`src/rtl/core/mrkr_pkg.sv`:
```
`timescale 1ns / 1ps

package mrkr_pkg;

  // Ring depth is a power of two so the slot wrap is a mask.
  localparam int QUEUE_AW     = 6;
  localparam int QUEUE_DEPTH  = 1 << QUEUE_AW;
  localparam int CNT_W        = QUEUE_AW + 1;
  localparam int READER_SLOTS = 16;
  localparam int SLOT_W       = (READER_SLOTS > 1) ? $clog2(READER_SLOTS) : 1;
  localparam int VCNT_W       = $clog2(READER_SLOTS + 1);
  localparam int ID_BITS      = 8;
  localparam int SEQ_W        = 32;
  localparam int TAG_W        = 32;
  localparam int LIMIT_W      = 7;

  localparam logic [ID_BITS-1:0] ID_MAX   = {ID_BITS{1'b1}};
  localparam logic [CNT_W-1:0]   KEY_NONE = {CNT_W{1'b1}};

  localparam logic [1:0] MODE_PUSH = 2'd0;
  localparam logic [1:0] MODE_OPEN = 2'd1;
  localparam logic [1:0] MODE_READ = 2'd2;
  localparam logic [1:0] MODE_DROP = 2'd3;

  localparam logic [2:0] ST_OK    = 3'd0;
  localparam logic [2:0] ST_AGAIN = 3'd1;
  localparam logic [2:0] ST_GONE  = 3'd2;
  localparam logic [2:0] ST_DEAD  = 3'd3;
  localparam logic [2:0] ST_FULL  = 3'd4;

  localparam logic CFG_RUNNING = 1'b0;
  localparam logic CFG_LIMIT   = 1'b1;

  typedef struct packed {
    logic sub;
  } alu_ctl_t;

  typedef enum logic [4:0] {
    S_IDLE   = 5'b00001,
    S_SCAN   = 5'b00010,
    S_DECIDE = 5'b00100,
    S_SUB    = 5'b01000,
    S_MEM    = 5'b10000
  } state_t;

endpackage

```
`src/rtl/core/mrkr_store.sv`:
```
`timescale 1ns / 1ps

module mrkr_store (
  input  logic                            clk,
  input  logic                            we,
  input  logic [mrkr_pkg::QUEUE_AW-1:0]   waddr,
  input  logic [mrkr_pkg::TAG_W:0]        wdata,
  input  logic                            re,
  input  logic [mrkr_pkg::QUEUE_AW-1:0]   raddr,
  output logic [mrkr_pkg::TAG_W:0]        rdata
);

  logic [mrkr_pkg::TAG_W:0] mem [mrkr_pkg::QUEUE_DEPTH];

  always_ff @(posedge clk) begin
    if (we) begin
      mem[waddr] <= wdata;
    end
    if (re) begin
      rdata <= mem[raddr];
    end
  end

endmodule

```
`src/rtl/core/mrkr_alu.sv`:
```
`timescale 1ns / 1ps

module mrkr_alu (
  input  logic [mrkr_pkg::SEQ_W-1:0] a,
  input  logic [mrkr_pkg::SEQ_W-1:0] b,
  input  mrkr_pkg::alu_ctl_t         ctl,
  output logic [mrkr_pkg::SEQ_W-1:0] sum,
  output logic                       eq
);

  assign sum = ctl.sub ? (a - b) : (a + b);
  assign eq  = (a == b);

endmodule

```
`src/rtl/core/multi_reader_keyframe_ring.sv`:
```
`timescale 1ns / 1ps
// Sequence: push, open, drop and reads answered dead, gone or again before the
//   cursor check finish after the reader table scan and the decide step; a read
//   answered again at the cursor check adds the subtract step, and a successful
//   read adds the subtract and memory steps. Open repeats the scan and decide
//   steps for each id skipped after the allocator wraps.
// Pacing: no new item while busy; the reader table scan, one slot a cycle
//   through the shared compare/add unit, sets the pace. Results cannot stall.
// Reset (rst, synchronous): empty ring, no readers, id 0, running 0, limit 64.
module multi_reader_keyframe_ring (
  input  logic                              clk,
  input  logic                              rst,
  input  logic                              start,
  output logic                              busy,
  input  logic [1:0]                        mode,
  input  logic [31:0]                       frame_tag,
  input  logic                              is_keyframe,
  input  logic [7:0]                        reader_id,
  output logic                              done,
  output logic [2:0]                        status,
  output logic [7:0]                        out_reader_id,
  output logic [31:0]                       out_frame_tag,
  output logic                              out_keyframe,
  output logic                              keyframe_request,
  input  logic                              cfg_valid,
  output logic                              cfg_ready,
  input  logic                              cfg_index,
  input  logic [mrkr_pkg::LIMIT_W-1:0]      cfg_data
);

  localparam int AW  = mrkr_pkg::QUEUE_AW;
  localparam int CW  = mrkr_pkg::CNT_W;
  localparam int SW  = mrkr_pkg::SLOT_W;
  localparam int NS  = mrkr_pkg::READER_SLOTS;
  localparam int IW  = mrkr_pkg::ID_BITS;
  localparam int QW  = mrkr_pkg::SEQ_W;

  // Configuration registers
  logic                           running;
  logic [mrkr_pkg::LIMIT_W-1:0]   queue_limit;

  // Ring bookkeeping
  logic [AW-1:0] head;
  logic [CW-1:0] count;
  logic [QW-1:0] oldest;
  logic [CW-1:0] key_slot;

  // Reader table
  logic          r_valid  [NS];
  logic [IW-1:0] r_ident  [NS];
  logic          r_placed [NS];
  logic [QW-1:0] r_cursor [NS];

  // Id allocator
  logic [IW-1:0] next_id;
  logic          wrapped;

  // Latched item and scan results
  mrkr_pkg::state_t state;
  logic [1:0]         op_mode;
  logic               key_l;
  logic [7:0]         rid_l;
  logic               evict;
  logic [SW-1:0]      scan_idx;
  logic               found;
  logic [SW-1:0]      fidx;
  logic               cap_placed;
  logic [QW-1:0]      cap_cursor;
  logic               free_found;
  logic [SW-1:0]      free_idx;
  logic [mrkr_pkg::VCNT_W-1:0] vcnt;

  // Shared unit
  logic [QW-1:0]      alu_a, alu_b, alu_sum;
  logic               alu_eq;
  mrkr_pkg::alu_ctl_t alu_ctl;

  // Store ports
  logic          st_we, st_re;
  logic [AW-1:0] st_waddr, st_raddr;
  logic [mrkr_pkg::TAG_W:0] st_rdata;

  logic [CW-1:0] lim;
  logic          accept;
  logic          scan_last;
  logic          full;

  assign cfg_ready = 1'b1;
  assign busy      = (state != mrkr_pkg::S_IDLE);
  assign accept    = start && !busy;
  assign scan_last = (scan_idx == SW'(NS - 1));
  assign full      = (32'(vcnt) >= 32'(mrkr_pkg::ID_MAX)) || !free_found;

  // Clamp the limit to 1..QUEUE_DEPTH.
  always_comb begin
    if (queue_limit == '0) begin
      lim = CW'(1);
    end else if (32'(queue_limit) > mrkr_pkg::QUEUE_DEPTH) begin
      lim = CW'(mrkr_pkg::QUEUE_DEPTH);
    end else begin
      lim = CW'(queue_limit);
    end
  end

  // Write the pushed frame on accept, at the slot past the newest frame.
  assign st_we    = accept && (mode == mrkr_pkg::MODE_PUSH);
  assign st_waddr = head + count[AW-1:0];

  // Operand selection for the shared unit, by step.
  always_comb begin
    alu_a       = oldest;
    alu_b       = QW'(1);
    alu_ctl.sub = 1'b0;
    unique case (state)
      mrkr_pkg::S_SCAN: begin
        if (op_mode == mrkr_pkg::MODE_PUSH) begin
          alu_a = r_cursor[scan_idx];
          alu_b = oldest;
        end else begin
          alu_a = QW'(r_ident[scan_idx]);
          alu_b = (op_mode == mrkr_pkg::MODE_OPEN) ? QW'(next_id) : QW'(rid_l);
        end
      end
      mrkr_pkg::S_DECIDE: begin
        alu_a = oldest;
        alu_b = (op_mode == mrkr_pkg::MODE_PUSH) ? QW'(1) : QW'(key_slot);
      end
      mrkr_pkg::S_SUB: begin
        alu_a       = cap_cursor;
        alu_b       = oldest;
        alu_ctl.sub = 1'b1;
      end
      mrkr_pkg::S_MEM: begin
        alu_a = cap_cursor;
        alu_b = QW'(1);
      end
      default: begin
        alu_a = oldest;
      end
    endcase
  end

  mrkr_alu u_alu (
    .a   (alu_a),
    .b   (alu_b),
    .ctl (alu_ctl),
    .sum (alu_sum),
    .eq  (alu_eq)
  );

  // Frame offset of the reader cursor, valid in the subtract step.
  assign st_re    = (state == mrkr_pkg::S_SUB);
  assign st_raddr = head + alu_sum[AW-1:0];

  mrkr_store u_store (
    .clk   (clk),
    .we    (st_we),
    .waddr (st_waddr),
    .wdata ({is_keyframe, frame_tag}),
    .re    (st_re),
    .raddr (st_raddr),
    .rdata (st_rdata)
  );

  // Configuration writes
  always_ff @(posedge clk) begin
    if (rst) begin
      running     <= 1'b0;
      queue_limit <= mrkr_pkg::LIMIT_W'(64);
    end else if (cfg_valid && cfg_ready) begin
      unique case (cfg_index)
        mrkr_pkg::CFG_RUNNING: running     <= cfg_data[0];
        mrkr_pkg::CFG_LIMIT:   queue_limit <= cfg_data;
        default:               running     <= running;
      endcase
    end
  end

  // Reader table payload: ident, placement and cursor need no reset.
  always_ff @(posedge clk) begin
    if (state == mrkr_pkg::S_DECIDE && op_mode == mrkr_pkg::MODE_OPEN
        && !full && !(wrapped && found)) begin
      r_ident[free_idx]  <= next_id;
      r_placed[free_idx] <= (key_slot != mrkr_pkg::KEY_NONE);
      r_cursor[free_idx] <= (key_slot != mrkr_pkg::KEY_NONE) ? alu_sum : '0;
    end else if (state == mrkr_pkg::S_DECIDE && op_mode == mrkr_pkg::MODE_READ
                 && running && found && !cap_placed
                 && key_slot != mrkr_pkg::KEY_NONE) begin
      r_placed[fidx] <= 1'b1;
      r_cursor[fidx] <= alu_sum;
    end else if (state == mrkr_pkg::S_MEM) begin
      r_cursor[fidx] <= alu_sum;
    end
  end

  // Sequencer
  always_ff @(posedge clk) begin
    if (rst) begin
      state    <= mrkr_pkg::S_IDLE;
      done     <= 1'b0;
      head     <= '0;
      count    <= '0;
      oldest   <= '0;
      key_slot <= mrkr_pkg::KEY_NONE;
      next_id  <= '0;
      wrapped  <= 1'b0;
      for (int i = 0; i < NS; i++) begin
        r_valid[i] <= 1'b0;
      end
    end else begin
      done <= 1'b0;
      unique case (state)
        mrkr_pkg::S_IDLE: begin
          if (accept) begin
            op_mode    <= mode;
            key_l      <= is_keyframe;
            rid_l      <= reader_id;
            evict      <= (count + CW'(1)) > lim;
            scan_idx   <= '0;
            found      <= 1'b0;
            free_found <= 1'b0;
            vcnt       <= '0;
            state      <= mrkr_pkg::S_SCAN;
          end
        end

        mrkr_pkg::S_SCAN: begin
          // Visit one reader slot per cycle.
          if (r_valid[scan_idx]) begin
            vcnt <= vcnt + mrkr_pkg::VCNT_W'(1);
          end else if (!free_found) begin
            free_found <= 1'b1;
            free_idx   <= scan_idx;
          end
          if (op_mode == mrkr_pkg::MODE_PUSH) begin
            // Drop readers parked on the frame about to be evicted.
            if (evict && r_valid[scan_idx] && r_placed[scan_idx] && alu_eq) begin
              r_valid[scan_idx] <= 1'b0;
            end
          end else if (r_valid[scan_idx] && alu_eq && !found) begin
            found      <= 1'b1;
            fidx       <= scan_idx;
            cap_placed <= r_placed[scan_idx];
            cap_cursor <= r_cursor[scan_idx];
          end
          scan_idx <= scan_idx + SW'(1);
          if (scan_last) begin
            state <= mrkr_pkg::S_DECIDE;
          end
        end

        mrkr_pkg::S_DECIDE: begin
          status           <= mrkr_pkg::ST_OK;
          out_reader_id    <= '0;
          out_frame_tag    <= '0;
          out_keyframe     <= 1'b0;
          keyframe_request <= 1'b0;
          state            <= mrkr_pkg::S_IDLE;
          done             <= 1'b1;
          unique case (op_mode)
            mrkr_pkg::MODE_PUSH: begin
              if (evict) begin
                head   <= head + AW'(1);
                oldest <= alu_sum;
                if (key_l) begin
                  key_slot <= count - CW'(1);
                end else if (key_slot == '0) begin
                  key_slot <= mrkr_pkg::KEY_NONE;
                end else if (key_slot != mrkr_pkg::KEY_NONE) begin
                  key_slot <= key_slot - CW'(1);
                end
              end else begin
                count <= count + CW'(1);
                if (key_l) begin
                  key_slot <= count;
                end
              end
            end
            mrkr_pkg::MODE_OPEN: begin
              if (full) begin
                status <= mrkr_pkg::ST_FULL;
              end else if (wrapped && found) begin
                // Skip an id still in use and scan again.
                next_id    <= next_id + IW'(1);
                done       <= 1'b0;
                scan_idx   <= '0;
                found      <= 1'b0;
                free_found <= 1'b0;
                vcnt       <= '0;
                state      <= mrkr_pkg::S_SCAN;
              end else begin
                r_valid[free_idx] <= 1'b1;
                out_reader_id     <= 8'(next_id);
                keyframe_request  <= (key_slot == mrkr_pkg::KEY_NONE) && running;
                if (next_id == mrkr_pkg::ID_MAX) begin
                  next_id <= '0;
                  wrapped <= 1'b1;
                end else begin
                  next_id <= next_id + IW'(1);
                end
              end
            end
            mrkr_pkg::MODE_READ: begin
              if (!running) begin
                status <= mrkr_pkg::ST_DEAD;
              end else if (!found) begin
                status <= mrkr_pkg::ST_GONE;
              end else if (!cap_placed && key_slot == mrkr_pkg::KEY_NONE) begin
                status           <= mrkr_pkg::ST_AGAIN;
                keyframe_request <= 1'b1;
              end else begin
                // Place an unplaced reader at the newest keyframe, then fetch.
                if (!cap_placed) begin
                  cap_placed <= 1'b1;
                  cap_cursor <= alu_sum;
                end
                done  <= 1'b0;
                state <= mrkr_pkg::S_SUB;
              end
            end
            mrkr_pkg::MODE_DROP: begin
              if (found) begin
                r_valid[fidx] <= 1'b0;
              end
            end
            default: begin
              status <= mrkr_pkg::ST_OK;
            end
          endcase
        end

        mrkr_pkg::S_SUB: begin
          // Cursor past the newest frame: answer again.
          if (alu_sum >= QW'(count)) begin
            status <= mrkr_pkg::ST_AGAIN;
            done   <= 1'b1;
            state  <= mrkr_pkg::S_IDLE;
          end else begin
            state <= mrkr_pkg::S_MEM;
          end
        end

        mrkr_pkg::S_MEM: begin
          status        <= mrkr_pkg::ST_OK;
          out_frame_tag <= st_rdata[mrkr_pkg::TAG_W-1:0];
          out_keyframe  <= st_rdata[mrkr_pkg::TAG_W];
          done          <= 1'b1;
          state         <= mrkr_pkg::S_IDLE;
        end

        default: begin
          state <= mrkr_pkg::S_IDLE;
        end
      endcase
    end
  end

  // A result only follows work on an item.
  a_done_after_work: assert property (@(posedge clk) disable iff (rst)
    done |-> $past(state) != mrkr_pkg::S_IDLE)
    else $error("result without an item in flight");

  // An accepted item always occupies the block in the next cycle.
  a_busy_after_accept: assert property (@(posedge clk) disable iff (rst)
    accept |=> busy)
    else $error("accept did not start the sequencer");

  // A keyframe request comes only with ok or again.
  a_req_status: assert property (@(posedge clk) disable iff (rst)
    (done && keyframe_request) |->
      (status == mrkr_pkg::ST_OK || status == mrkr_pkg::ST_AGAIN))
    else $error("keyframe request with wrong status");

  // The ring never holds more frames than it has slots.
  a_count_bound: assert property (@(posedge clk) disable iff (rst)
    32'(count) <= mrkr_pkg::QUEUE_DEPTH)
    else $error("frame count overflow");

endmodule
```
`config.mk`:
```
export PLATFORM = sky130hd
export DESIGN_NAME = multi_reader_keyframe_ring
export DESIGN_NICKNAME = d
export VERILOG_FILES = /design/src/rtl/core/mrkr_pkg.sv /design/src/rtl/core/mrkr_store.sv /design/src/rtl/core/mrkr_alu.sv /design/src/rtl/core/multi_reader_keyframe_ring.sv
export SDC_FILE = /design/constraint.sdc
export NUM_CORES = 2
export LEC_CHECK = 0
export ABC_CLOCK_PERIOD_IN_PS = 6200
export BUFFER_PORTS_ARGS = -buffer_cell sky130_fd_sc_hd__buf_4
export CELL_PAD_IN_SITES_DETAIL_PLACEMENT = 1
export CELL_PAD_IN_SITES_GLOBAL_PLACEMENT = 1
export CORE_ASPECT_RATIO = 0.6
export CORE_MARGIN = 5
export CORE_UTILIZATION = 51
export CTS_CLUSTER_DIAMETER = 80
export DETAILED_ROUTE_END_ITERATION = 16
export PLACE_DENSITY_LB_ADDON = 0.12
export SYNTH_ARGS = -nofsm -noshare
export SYNTH_HDL_FRONTEND = slang
export SYNTH_SLANG_ARGS = --single-unit
```
`constraint.sdc`:
```
create_clock -name clk -period 6.2 [get_ports clk]
set_input_delay 0.62 -clock clk [delete_from_list [all_inputs] [get_ports clk]]
set_output_delay 0.62 -clock clk [all_outputs]
set_load 0.01 [all_outputs]
```
---- Word level (Yosys, flattened, before mapping) ----
Memories as Yosys holds them, arrays and structs flattened. A register that Yosys moved wholly into a read port is not among the register bits.
Cells that the tools add are included.
word-level totals
  register bits after elaboration ......... 179
  memory bits (writable) .................. 2784
  bits of input ports ..................... 55
  output and inout bits ................... 48
  word-level logic and storage cells ...... 267
  memories kept ........................... 5
operators by class
  add/sub/neg operators ................... 10
  magnitude comparators ................... 3
  equal/unequal tests ..................... 28
  multiplexer cells ....................... 128
  bitwise logic cells ..................... 9
  reductions and logical operators ........ 58
memories
  name         depth  width  rd ports  clocked after memory_dff  wr ports  RTL line                          RTL
  u_store.mem  64     33     1         1                         1         mrkr_store.sv:13                  logic [mrkr_pkg::TAG_W:0] mem [mrkr_pkg::QUEUE_DEPTH];
  r_cursor     16     32     1         1                         1         multi_reader_keyframe_ring.sv:52  logic [QW-1:0] r_cursor [NS];
  r_ident      16     8      1         1                         1         multi_reader_keyframe_ring.sv:50  logic [IW-1:0] r_ident [NS];
  r_placed     16     1      1         1                         1         multi_reader_keyframe_ring.sv:51  logic r_placed [NS];
  r_valid      16     1      1         1                         16        multi_reader_keyframe_ring.sv:49  logic r_valid [NS];
operators with widths
  operator                                                             count
  32-bit two-way mux                                                   13
  32-bit one-hot mux with 2 select lines                               3
  32-bit one-hot mux with 3 select lines                               1
  4-bit two-way mux                                                    16
  1-bit two-way mux                                                    63
  7-bit two-way mux                                                    8
  32-bit adder                                                         1
  32-bit equality test                                                 1
  32-bit by 7-bit >= comparator with 1-bit output                      1
  32-bit OR reduction                                                  1
  32-bit subtractor                                                    1
  8-bit two-way mux                                                    3
  2-bit inequality test (second input constant)                        11
  5-bit one-hot mux with 4 select lines                                1
  1-bit logical AND                                                    18
  8-bit AND reduction                                                  2
  5-bit two-way mux                                                    3
  3-bit AND reduction                                                  5
  7-bit logical NOT                                                    2
  7-bit by 1-bit subtractor with 7-bit output (second input constant)  2
  6-bit adder                                                          2
  4-bit one-hot mux with 3 select lines                                1
  4-bit AND reduction                                                  3
  2-bit AND reduction                                                  5
  38 further kinds                                                     69

---- Depth between registers and ports, before layout ----
  depth in word-level cells ............... 15
  mapped depth ............................ 27
  depth with buffers taken out ............ 25

---- Cells and area by module ----
Synthesis repeated with hierarchy kept, for this count alone.
second synthesis, totals
  cells, all modules ...................... 6315
  area total of the unflattened synthesis .. 120977.3 um2
by module, submodules not included
  module                      instances  cells an instance  area each (um2)  seq. area each (um2)
  mrkr_store                  1          3610               81424.3          64411.8
  multi_reader_keyframe_ring  1          2153               35838.1          24883.9
  mrkr_alu                    1          552                3714.8           0.0

---- Worst setup path after synthesis ----
Ideal clock, no wire load.
  path kind ............................... reg2reg
  start ................................... register state[1]
  end ..................................... register cap_cursor[0] (enable)
  setup time .............................. 0.432 ns
  data arrival time ....................... 6.426 ns
  required time ........................... 5.768 ns
  path slack .............................. -0.658 ns
  cell stages (with the launch flop) ...... 21
  path buffers ............................ 5
  period minus slack after synthesis ...... 6.858 ns
  cells stage by stage .................... dfxtp_1 > nor2_1 > nand3_2 > inv_2 > buf_2 > buf_1 > or2_2 > clkbuf_1 > buf_1 > nand2_1 > ha_1 > clkbuf_1 > nand2_1 > nor2_1 > nand4_1 > inv_1 > and3_1 > and3_1 > nor3b_1 > o211ai_1 > a21oi_1
on the way
  cells in the longest elaborated chain, start to end .. 8
  elaborated cells between the ends (all ways) .. 19
  those cells by class .................... eq/ne (12); mux (2); reduce/logical (5)
ends and longest elaborated chain
  what                                                                                   RTL line                           RTL
  start: declaration                                                                     multi_reader_keyframe_ring.sv:59   mrkr_pkg::state_t state;
  start signal: assignment                                                               multi_reader_keyframe_ring.sv:199  state <= mrkr_pkg::S_IDLE;
  start signal: assignment                                                               multi_reader_keyframe_ring.sv:223  state <= mrkr_pkg::S_SCAN;
  start signal: assignment                                                               multi_reader_keyframe_ring.sv:248  state <= mrkr_pkg::S_DECIDE;
  5-bit by 4-bit equality test with 1-bit output or 5-bit equality test (tied branches)  multi_reader_keyframe_ring.sv:114  unique case (state)
  2-bit OR reduction (no source line)                                                    n/a
  32-bit one-hot mux with 2 select lines                                                 multi_reader_keyframe_ring.sv:114
  32-bit equality test                                                                   mrkr_alu.sv:12                     assign eq = (a == b);
  1-bit logical AND (2 in series)                                                        multi_reader_keyframe_ring.sv:240  end else if (r_valid[scan_idx] && alu_eq && !found) begin
  2-bit inequality test (no source line)                                                 n/a
  9-bit AND reduction (no source line) (*)                                               n/a
  end signal: assignment                                                                 multi_reader_keyframe_ring.sv:244  cap_cursor <= r_cursor[scan_idx];
  end signal: assignment                                                                 multi_reader_keyframe_ring.sv:315  cap_cursor <= alu_sum;
  end: declaration                                                                       multi_reader_keyframe_ring.sv:68   logic [QW-1:0] cap_cursor;
Mark *: on every way between the ends. The rest lies on a longest branch, timed or not.
A chain may end at the register's enable or synchronous reset.

==> metrics.csv <==
stage,metric,value,unit
sta,final hold slack,0.0755,ns
die,Die Y,386,µm
placed_design,DP Wirelength,220000,µm
power_and_ir_drop,Leakage Power,46.9,nW
setup_path,max incr delay on CP,0.84,ns
clock_tree,clk buf depth,4,
clock_tree,CTS tree,yes,
synthesis,Cells after Synth,5840,
status,status,"finished, violations left",
synthesis,ys flop type,edfxtp_1,
power_and_ir_drop,Total Power,42.1,mW
placed_design,dpl cells,9429,
clock_tree,clock buffers created by TritonCTS,283,
sta,min Tclk post-route,6.28,ns
setup_path,Worst setup SP type,flip-flop,
global_route,vias in the first global route,65600,
sta,RSZ-0062 raised after global routing,true,
synthesis,"area leader, netlist",edfxtp_1,
drt,WL met2,149000,µm
sta,setup violators final,20,
power_and_ir_drop,worst vdd ir,0.000288,V
synthesis,Post-Syn Area per Cell,20.6,µm²
setup_path,CP dominant cell by count,mux4_2,
finish,layout cell share with drive strength beyond 1,33.6,%
setup_path,Bufs and invs on worst path,7,
synthesis,Yosys cell types,93,
sta,Clock Skew,0.0425,ns
synthesis,ranking of synthesized cells by area,"edfxtp_1 (73%), mux4_2 (16%), dfxtp_1 (1.3%), nor2_1 (1.0%), ha_1 (1.0%)",
finish,Multi-input gate area,30700,µm²
die,area of the die,246000,µm²
sta,relative slew slack,15.9,%
finish,register area,89300,µm²
synthesis,Mapped Area,120000,µm²
global_route,largest net degree at the start of global routing,75,
clock_tree,Clock Latency Late Sink,0.84,ns
finish,most frequent cells in the layout,"edfxtp_1 (2921), mux4_2 (869), buf_4 (644)",
global_route,total track usage,28.4,%
sta,fin worst setup slack,-0.0831,ns
hold_path,worst hold-check path type,primary input to flip-flop,
synthesis,"EDFF count, synth",2921,
placed_design,GP Congestion,0.875,
setup_path,CP Cell Sequence,buf_12 > buf_16 > buf_4 > mux4_2 > mux4_2 > mux2i_4 > o21ai_0 > buf_4 > fa_1 > mux2i_4 > fa_4 > buf_8 > clkbuf_16 > buf_12 > mux4_2 > mux4_2 > nor2b_4 > a211oi_4 > a21oi_2,
synthesis,ys async rst share,0,%
drt,Initial DRC Count,9380,
drt,Vias,65200,
clock_tree,number of H-tree levels,5,
sta,Final Cycle Share,101,%
sta,Least-Margin Pin Slew,1.26,ns
sta,"Hold Violations, Final",0,
finish,synthesis-to-finish area growth,17.7,%
finish,"most common cell after layout, fill and taps aside",edfxtp_1,
power_and_ir_drop,cell area power density,298,nW/µm²
setup_path,critical path endpoint category,flip-flop,
synthesis,post-synth net total,5997,
die,Core Footprint,235000,µm²
drt,met3 routed WL,38200,µm
drt,wire length on met1,159000,µm
finish,Layout Cells excl Fill,9996,
setup_path,"slowest stage cell, crit path",fa_4,
synthesis,"flops & latches, synth",3000,
sta,setup TNS,-0.740,ns
setup_path,CP arrival,6.86,ns
drt,Residual DRC,0,
sta,Max Freq,0.159,GHz
die,initial core utilization,51.2,%
die,Die Wd,637,µm
die,FP Rows,138,
global_route,first-pass GRT wire length,498000,µm
die,# IOs,103,
setup_path,cell family with most CP delay,multiplexers,
drt,DR vias/cell,6.52,
placed_design,PortBufs,101,
drt,Max Used Layer,met5,
synthesis,synth warn,0,
clock_tree,CTS root buffer,clkbuf_16,
finish,Filler cells,19700,
clock_tree,Clock Sinks,3000,
drt,"antenna viol nets, final",0,
status,failing checks,negative setup slack,
drt,drt first pass iters,6,
setup_path,Worst Path Max Fanout,12,
setup_path,Setup CP Type,flip-flop to flip-flop,
clock_tree,"CTS clk-pin slew, worst paths",0.07,ns
drt,final wirelength,353000,µm
setup_path,Critical Path RT,6.77,ns
synthesis,top cell type's share of synthesized area,72.9,%
global_route,initial antenna violation count,22,
finish,Nets,6797,
global_route,grt ovf,0,
synthesis,register area share after synthesis,74.2,%
drt,routed len/inst,35.3,µm
sta,pins over their slew limit,0,
run,max cap viols,0,
## cell families after synthesis
logic type	Yosys count	synth area share, %
xor gates and xnor gates	76	0.572
AOI/OAI and AO/OA	519	2.86
other	1	0.00312
DFF	3000	74.2
buffers and inverters	425	1.40
adders and majority gates	102	1.09
muxes	929	16.8
and+or+nand+nor	788	3.07
## metal layers
metal | global-route usage (%) | up-vias
met5 | 0 | -
met4 | 5.48 | 10
met3 | 6.26 | 455
met2 | 39.1 | 3676
met1 | 46.8 | 35200
li1 | - | 25800
## stage by stage
stage | instance area, µm² | setup WS [ns] | utilization (%)
after floorplan | 120000 | -0.116 | -
after global placement | 131000 | -0.781 | 55.6
after detailed placement | 131000 | -0.861 | 55.6
after CTS | 141000 | -0.0292 | 59.8
after global routing | 142000 | -0.182 | 60.2
final | 142000 | -0.0831 | 60.2
## sequential cells by signal (all words and copies together) (netlist names), 5 cells and up, named ones only
name / cells
out_frame_tag: 32
oldest: 32
next_id: 8
cap_cursor: 32
queue_limit: 7
count: 7
r_ident: 128
state: 5
r_placed: 16
u_store.mem: 2112
u_store.rdata: 33
rid_l: 8
r_valid: 16
out_reader_id: 8
head: 6
key_slot: 7
r_cursor: 512
## cells in the mapped netlist (20+ instances only)
cell type,n
edfxtp_1,2921
mux4_2,869
nor2_1,332
clkbuf_1,185
nand2_1,172
a21oi_1,157
inv_1,116
ha_1,98
o21ai_0,94
dfxtp_1,79
buf_1,70
a211oi_1,62
mux2i_1,57
nor2b_1,54
xnor2_1,54
nand3_1,52
and2_1,47
buf_2,44
nor3_1,25
a222oi_1,24
o21bai_1,21
and3_1,20
## cell type report
class                           count  area share (%)
Tap cell                         3150            2.78
Multi-Input combinational cell   2415            21.7
Timing Repair Buffer              822            5.83
Inverter                          118           0.314
Antenna cell                       11          0.0194
Clock buffer                      345            5.31
Sequential cell                  3000            63.1
Clock inverter                    135           0.971
## power by group
part / switching [mW] / internal, mW / total, mW
combinational: 1.42 / 1.22 / 2.64
sequential: 0.0365 / 22.2 / 22.2
clock: 7.48 / 9.78 / 17.3
## repair_timing
item / 4_1_cts / 5_1_grt
buffers inserted: 30 / 16
gates cloned: 9 / 9
endpoints found under the hold margin: 15 / 0
pin swaps: 12 / 25
hold buffers: 14 / 0
setup endpoints to repair: 208 / 216
resized for setup: 82 / 109
## final timing paths
check                           depth (start not counted)  slack, ns                           to            startpoint
worst max-delay path                                   19      -0.08  u_store.rdata[28]$_DFFE_PP_             flip-flop
worst min-delay path                                    3       0.08  queue_limit[1]$_SDFFE_PP0P_           cfg_data[1]
worst max register to register                         19      -0.08  u_store.rdata[28]$_DFFE_PP_             flip-flop
worst min register to register                          2       0.49         wrapped$_SDFFE_PP0P_  wrapped$_SDFFE_PP0P_
## worst min-delay path: cells and delay by family
family | cells | cell delay (ns)
AOI/OAI and AO/OA | 1 | 0.06
and+or+nand+nor | 1 | 0.07
buffers and inverters | 1 | 0.11
Note: power is estimated with default switching activity, not from simulation.
